File: src/rtl/lbm_pkg.sv
// Shared types, constants and helpers for the D2Q9 BGK collision core.
package lbm_pkg;

  localparam int NUM_DIR  = 9;
  localparam int POP_W    = 32;
  localparam int RATE_W   = 26;
  localparam int MOM_W    = 35;
  localparam int USQ_W    = 40;
  localparam int DIV_LAT  = 34;
  localparam int LANE_LAT = 9;

  localparam logic [RATE_W-1:0] RELAX_RESET = 26'd16777216;
  localparam logic [31:0] RECIP9 = 32'd3817748707;
  localparam logic [63:0] T_LIMIT = 64'h0000_0009_0000_0000;

  localparam int DIR_X   [NUM_DIR] = '{0, 1, 0, -1, 0, 1, -1, -1, 1};
  localparam int DIR_Y   [NUM_DIR] = '{0, 0, 1, 0, -1, 1, 1, -1, -1};
  localparam int OPPOSITE[NUM_DIR] = '{0, 3, 4, 1, 2, 7, 8, 5, 6};
  localparam int W_SHIFT [NUM_DIR] = '{22, 24, 24, 24, 24, 26, 26, 26, 26};

  typedef enum logic [0:0] {
    REG_RELAX_RATE   = 1'b0,
    REG_SAVE_MOMENTS = 1'b1
  } cfg_reg_t;

  typedef logic [NUM_DIR-1:0][POP_W-1:0] pops_t;

  typedef struct packed {
    logic              solid;
    logic signed [31:0] rho;
    pops_t             f;
  } node_t;

  function automatic logic signed [31:0] sat32(input logic signed [63:0] v);
    logic signed [31:0] r;
    if (v > 64'sd2147483647) r = 32'sh7FFF_FFFF;
    else if (v < -64'sd2147483648) r = 32'sh8000_0000;
    else r = v[31:0];
    return r;
  endfunction

endpackage

File: src/rtl/lbm_div.sv
// Pipelined restoring divider: saturated (num * 2^24) / den, zero unless den > 0, one quotient bit per stage.
module lbm_div import lbm_pkg::*; (
  input  logic                    clk,
  input  logic signed [MOM_W-1:0] num,
  input  logic signed [31:0]      den,
  output logic signed [31:0]      quo
);

  localparam int STEPS = 32;

  logic [31:0] rem   [0:STEPS];
  logic [31:0] qacc  [0:STEPS];
  logic [31:0] nbits [0:STEPS];
  logic [31:0] dd    [0:STEPS];
  logic        neg   [0:STEPS];
  logic        ovf   [0:STEPS];
  logic        pos   [0:STEPS];
  logic [MOM_W-1:0] mag;

  assign mag = num[MOM_W-1] ? MOM_W'(-num) : MOM_W'(num);

  always_ff @(posedge clk) begin
    rem[0]   <= 32'(mag >> 8);
    nbits[0] <= {mag[7:0], 24'd0};
    qacc[0]  <= '0;
    dd[0]    <= den;
    pos[0]   <= !den[31] && (den != '0);
    neg[0]   <= num[MOM_W-1];
    ovf[0]   <= {5'd0, mag} >= {den, 8'd0};
  end

  for (genvar k = 0; k < STEPS; k++) begin : g_step
    logic [32:0] r2;
    logic [32:0] sub;
    logic        ge;
    assign r2  = {rem[k], nbits[k][31]};
    assign sub = r2 - {1'b0, dd[k]};
    assign ge  = r2 >= {1'b0, dd[k]};
    always_ff @(posedge clk) begin
      rem[k+1]   <= ge ? sub[31:0] : r2[31:0];
      qacc[k+1]  <= {qacc[k][30:0], ge};
      nbits[k+1] <= {nbits[k][30:0], 1'b0};
      dd[k+1]    <= dd[k];
      pos[k+1]   <= pos[k];
      neg[k+1]   <= neg[k];
      ovf[k+1]   <= ovf[k];
    end
  end

  always_ff @(posedge clk) begin
    if (!pos[STEPS]) begin
      quo <= '0;
    end else if (neg[STEPS]) begin
      if (ovf[STEPS] || qacc[STEPS] > 32'h8000_0000) quo <= 32'sh8000_0000;
      else quo <= -$signed(qacc[STEPS]);
    end else begin
      if (ovf[STEPS] || qacc[STEPS][31]) quo <= 32'sh7FFF_FFFF;
      else quo <= $signed(qacc[STEPS]);
    end
  end

endmodule

File: config.mk
export PLATFORM = sky130hd
export DESIGN_NAME = lbm_div
export DESIGN_NICKNAME = d
export VERILOG_FILES = /design/src/rtl/lbm_pkg.sv /design/src/rtl/lbm_div.sv
export SDC_FILE = /design/constraint.sdc
export NUM_CORES = 2
export LEC_CHECK = 0
export BUFFER_PORTS_ARGS = -buffer_cell sky130_fd_sc_hd__buf_4
export CORE_UTILIZATION = 57
export CTS_CLUSTER_SIZE = 10
export DETAILED_ROUTE_END_ITERATION = 8
export PLACE_DENSITY = 0.85
export SLEW_MARGIN = 20
export SYNTH_ARGS = -nofsm -noshare
export SYNTH_HDL_FRONTEND = slang
export SYNTH_MEMORY_MAX_BITS = 65536
export SYNTH_SLANG_ARGS = --single-unit
File: constraint.sdc
create_clock -name clk -period 3.4 [get_ports clk]
set_clock_uncertainty 0.05 [all_clocks]
set_input_delay 0.34 -clock clk [delete_from_list [all_inputs] [get_ports clk]]
set_output_delay 0.34 -clock clk [all_outputs]
set_load 0.01 [all_outputs]
==> metrics.yaml <==
outcome: "finished with violations"
violations: "DRC, setup timing"
antenna_found_initial: 7
die_x_um: 463
cts_buffers: 331
synth-seq-cells: 2738
layout_commonest_cell: "dfxtp_1"
cp_common_cell: "a21oi_2"
dpl.hpwl_um: 215000
drc: 4
final_layout_size_suffix_gt1_share_pct: 14.9
io_pins: 100
drtIter0Drc: 9425
num_rows: 168
slew_violations: 0
dp_slack_ns: -0.849
rsz0062_at_grt: "yes"
synth-main-ff-cell: "dfxtp_1"
synth_cells: 12800
clock-sinks: 2738
hold_viol_final: 0
synthesis.nets: 14000
clk_pin_slew_ns: 0.05
synth_largest_area_cell: "dfxtp_1"
slowest_stage: "dfxtp_1"
finalWirelength_um: 314000
h-tree-depth: 5
cts_tree: "yes"
ys_top_cells_by_area: "dfxtp_1 (45%), ha_1 (11%), inv_1 (4.2%)"
num-nets-final: 15000
synth_edf_count: 0
grt_pass1_vias: 94100
wl_per_cell_um: 18.8
period_minus_slack_ns: 3.47
placed_area_um2: 130000
finalWeightedCongestion: 0.947
numPortBuffers: 99
period_share_pct: 102
track_usage_pct: 27.2
ir_drop_uv: 965
synth_top_cell_area_share_pct: 45.3
grt_pass1_wl_um: 481000
critical_path.max_fanout: 8
hp-class: "input port to register"
worstSetupPathType: "register to register"
synth_async_sr_flop_share_pct: 0
max-slew-margin-rel_pct: 40.8
critPathLaunch: "dd[0][502]"
max_clock_freq_ghz: 0.288
setup_ws_ns: -0.0733
grt_overflow_total: 0
core-area_um2: 210000
setup_viol: 33
cp-start-kind: "register"
max_cap_viol_count: 0
power_mw: 158
holdWs_ns: 0.114
layout_common_cells: "dfxtp_1 (2,697), inv_1 (1,350), ha_1 (1,012)"
clk_latency_ns: 0.97
critPathArrivalTime_ns: 4.21
first_pass_iters: 9
reg2reg_from: "dd[0][502]"
hold_path_startpoint: "den[31]"
vias: 97200
power_density_nw_per_um2: 1100
die_area_um2: 214000
ant_nets: 0
ys_seq_area_share_pct: 45.3
finalInstanceArea_um2: 144000
start_util_pct: 57.6
vias_per_cell: 5.80
cellLeakagePower_nw: 67.3
cp.required_ns: 4.14
synth_cell_types: 99
r2r_slack_ns: -0.07
syn_area_um2: 121000
tightest_slew_ns: 0.865
cp-end-kind: "register"
clock_path_buffers: 4
synth_area_per_cell_um2: 9.45
slowest_delay_ns: 0.39
cp_cell_sequence: "inv_1, ha_1, a21o_1, a21o_1, a21oi_2, nand3_1, o21ai_0, a31oi_4, a21oi_2, a21oi_2, nor4_4, buf_4, clkbuf_16, buf_12, mux2_4"
yosys_warnings: 0
grt_max_degree: 51
fillers: 14600
cts_root_buf: "clkbuf_16"
area_delta_synth_final_pct: 18.7
die_y_um: 463
==> state kept, by name, summed over array words and instances, names as in the netlist <==
signal	count
qacc	528
ovf	33
rem	1019
pos	33
quo	32
dd	1024
neg	33
nbits	36
==> report_power, final <==
part	internal (mW)	switching [mW]	total [mW]
sequential	42.3	6.24	48.6
clock	17.8	12.3	30.1
combinational	37.2	41.7	79.0
==> through the flow <==
stage / utilization (%) / TNS, ns / std cells
finish: 68.3 / -0.990 / 16800
global route: 68.3 / -14.17 / 16800
CTS: 67.1 / -1.17 / 16700
detailed placement: 61.7 / -32.24 / 16100
global placement: 61.7 / -15.34 / 16100
floorplan: - / 0 / 12800
==> critical path, delay by kind of cell (launching register included) <==
kind | cells | cell delay [ns]
flops | 1 | 0.39
mux | 1 | 0.30
simple gates | 2 | 0.37
buf+inv | 4 | 0.53
fa+ha+maj | 1 | 0.39
compound gates | 7 | 1.31
==> layer usage <==
metal  up-vias  GRT usage (%)  routed length [um]
met3      1041           4.48               23100
met1     45800           33.6              128000
met4         6           10.2               12600
met2      4055           47.4              151000
li1      46400              -                   -
met5         -              0                  49
==> layout make-up <==
class | count | area [um^2] | share of cell area [%]
multi-input cells | 8458 | 62500 | 43.5
flip-flops and latches | 2738 | 54900 | 38.2
repair buffers | 1007 | 8760 | 6.10
clock buffers | 375 | 8660 | 6.03
inverters | 1361 | 5110 | 3.56
well taps | 2805 | 3510 | 2.44
clock inverters | 16 | 171 | 0.119
diodes | 2 | 5.00 | 0.00348
==> logic make-up (layout without fill, tap and decap cells) <==
logic type,after synthesis,count (layout),synth area share (%)
xor gates and xnor gates,839,839,6.07
and+or+nand+nor,2754,2756,10.9
DFF,2738,2738,45.3
other,0,2,0
muxes,426,426,3.93
adders and majority gates,1079,1079,11.3
buffers and inverters,1616,2759,5.08
AOI/OAI and AO/OA,3356,3358,17.4
==> Yosys cell counts, types with 20 or more instances <==
library cell	instances
xnor2_1	513
or4_1	28
or2_2	33
nand4_1	140
nand2_1	863
mux2i_1	30
a2111oi_0	30
a221oi_1	20
nor2b_1	160
o21a_1	168
a31o_2	20
a211o_1	37
a41oi_1	20
a21boi_0	61
and2_1	53
and3_1	103
nand3_1	184
clkbuf_1	207
dfxtp_1	2738
o41ai_1	22
o211ai_1	45
buf_2	33
o21ai_0	813
o31ai_1	63
mux2_2	336
nand2b_1	149
a21o_1	536
a211oi_1	70
nor3_1	166
fa_1	31
o21ai_1	24
xor2_1	326
nor2_1	676
nor4_1	49
a31oi_1	108
mux2_1	60
inv_1	1360
ha_1	1048
a21oi_1	1006
o21bai_1	112
or3_1	60
o31a_1	22
==> final timing paths <==
path / end / cells after the start
worst max-delay path: rem[0][520] / 15
worst min-delay path: pos[0] / 3
worst max register to register: rem[0][520] / 15
worst min register to register: qacc[11][7] / 0
==> repair_timing <==
action / in CTS / in global routing
hold endpoints to repair: 70 / 0
gates resized for setup: 183 / 458
setup endpoints to repair: 475 / 880
setup buffers: 50 / 66
gates cloned: 9 / 20
hold buffers: 125 / 0
pin swaps: 53 / 166
Power figures use the tool's default switching activity.
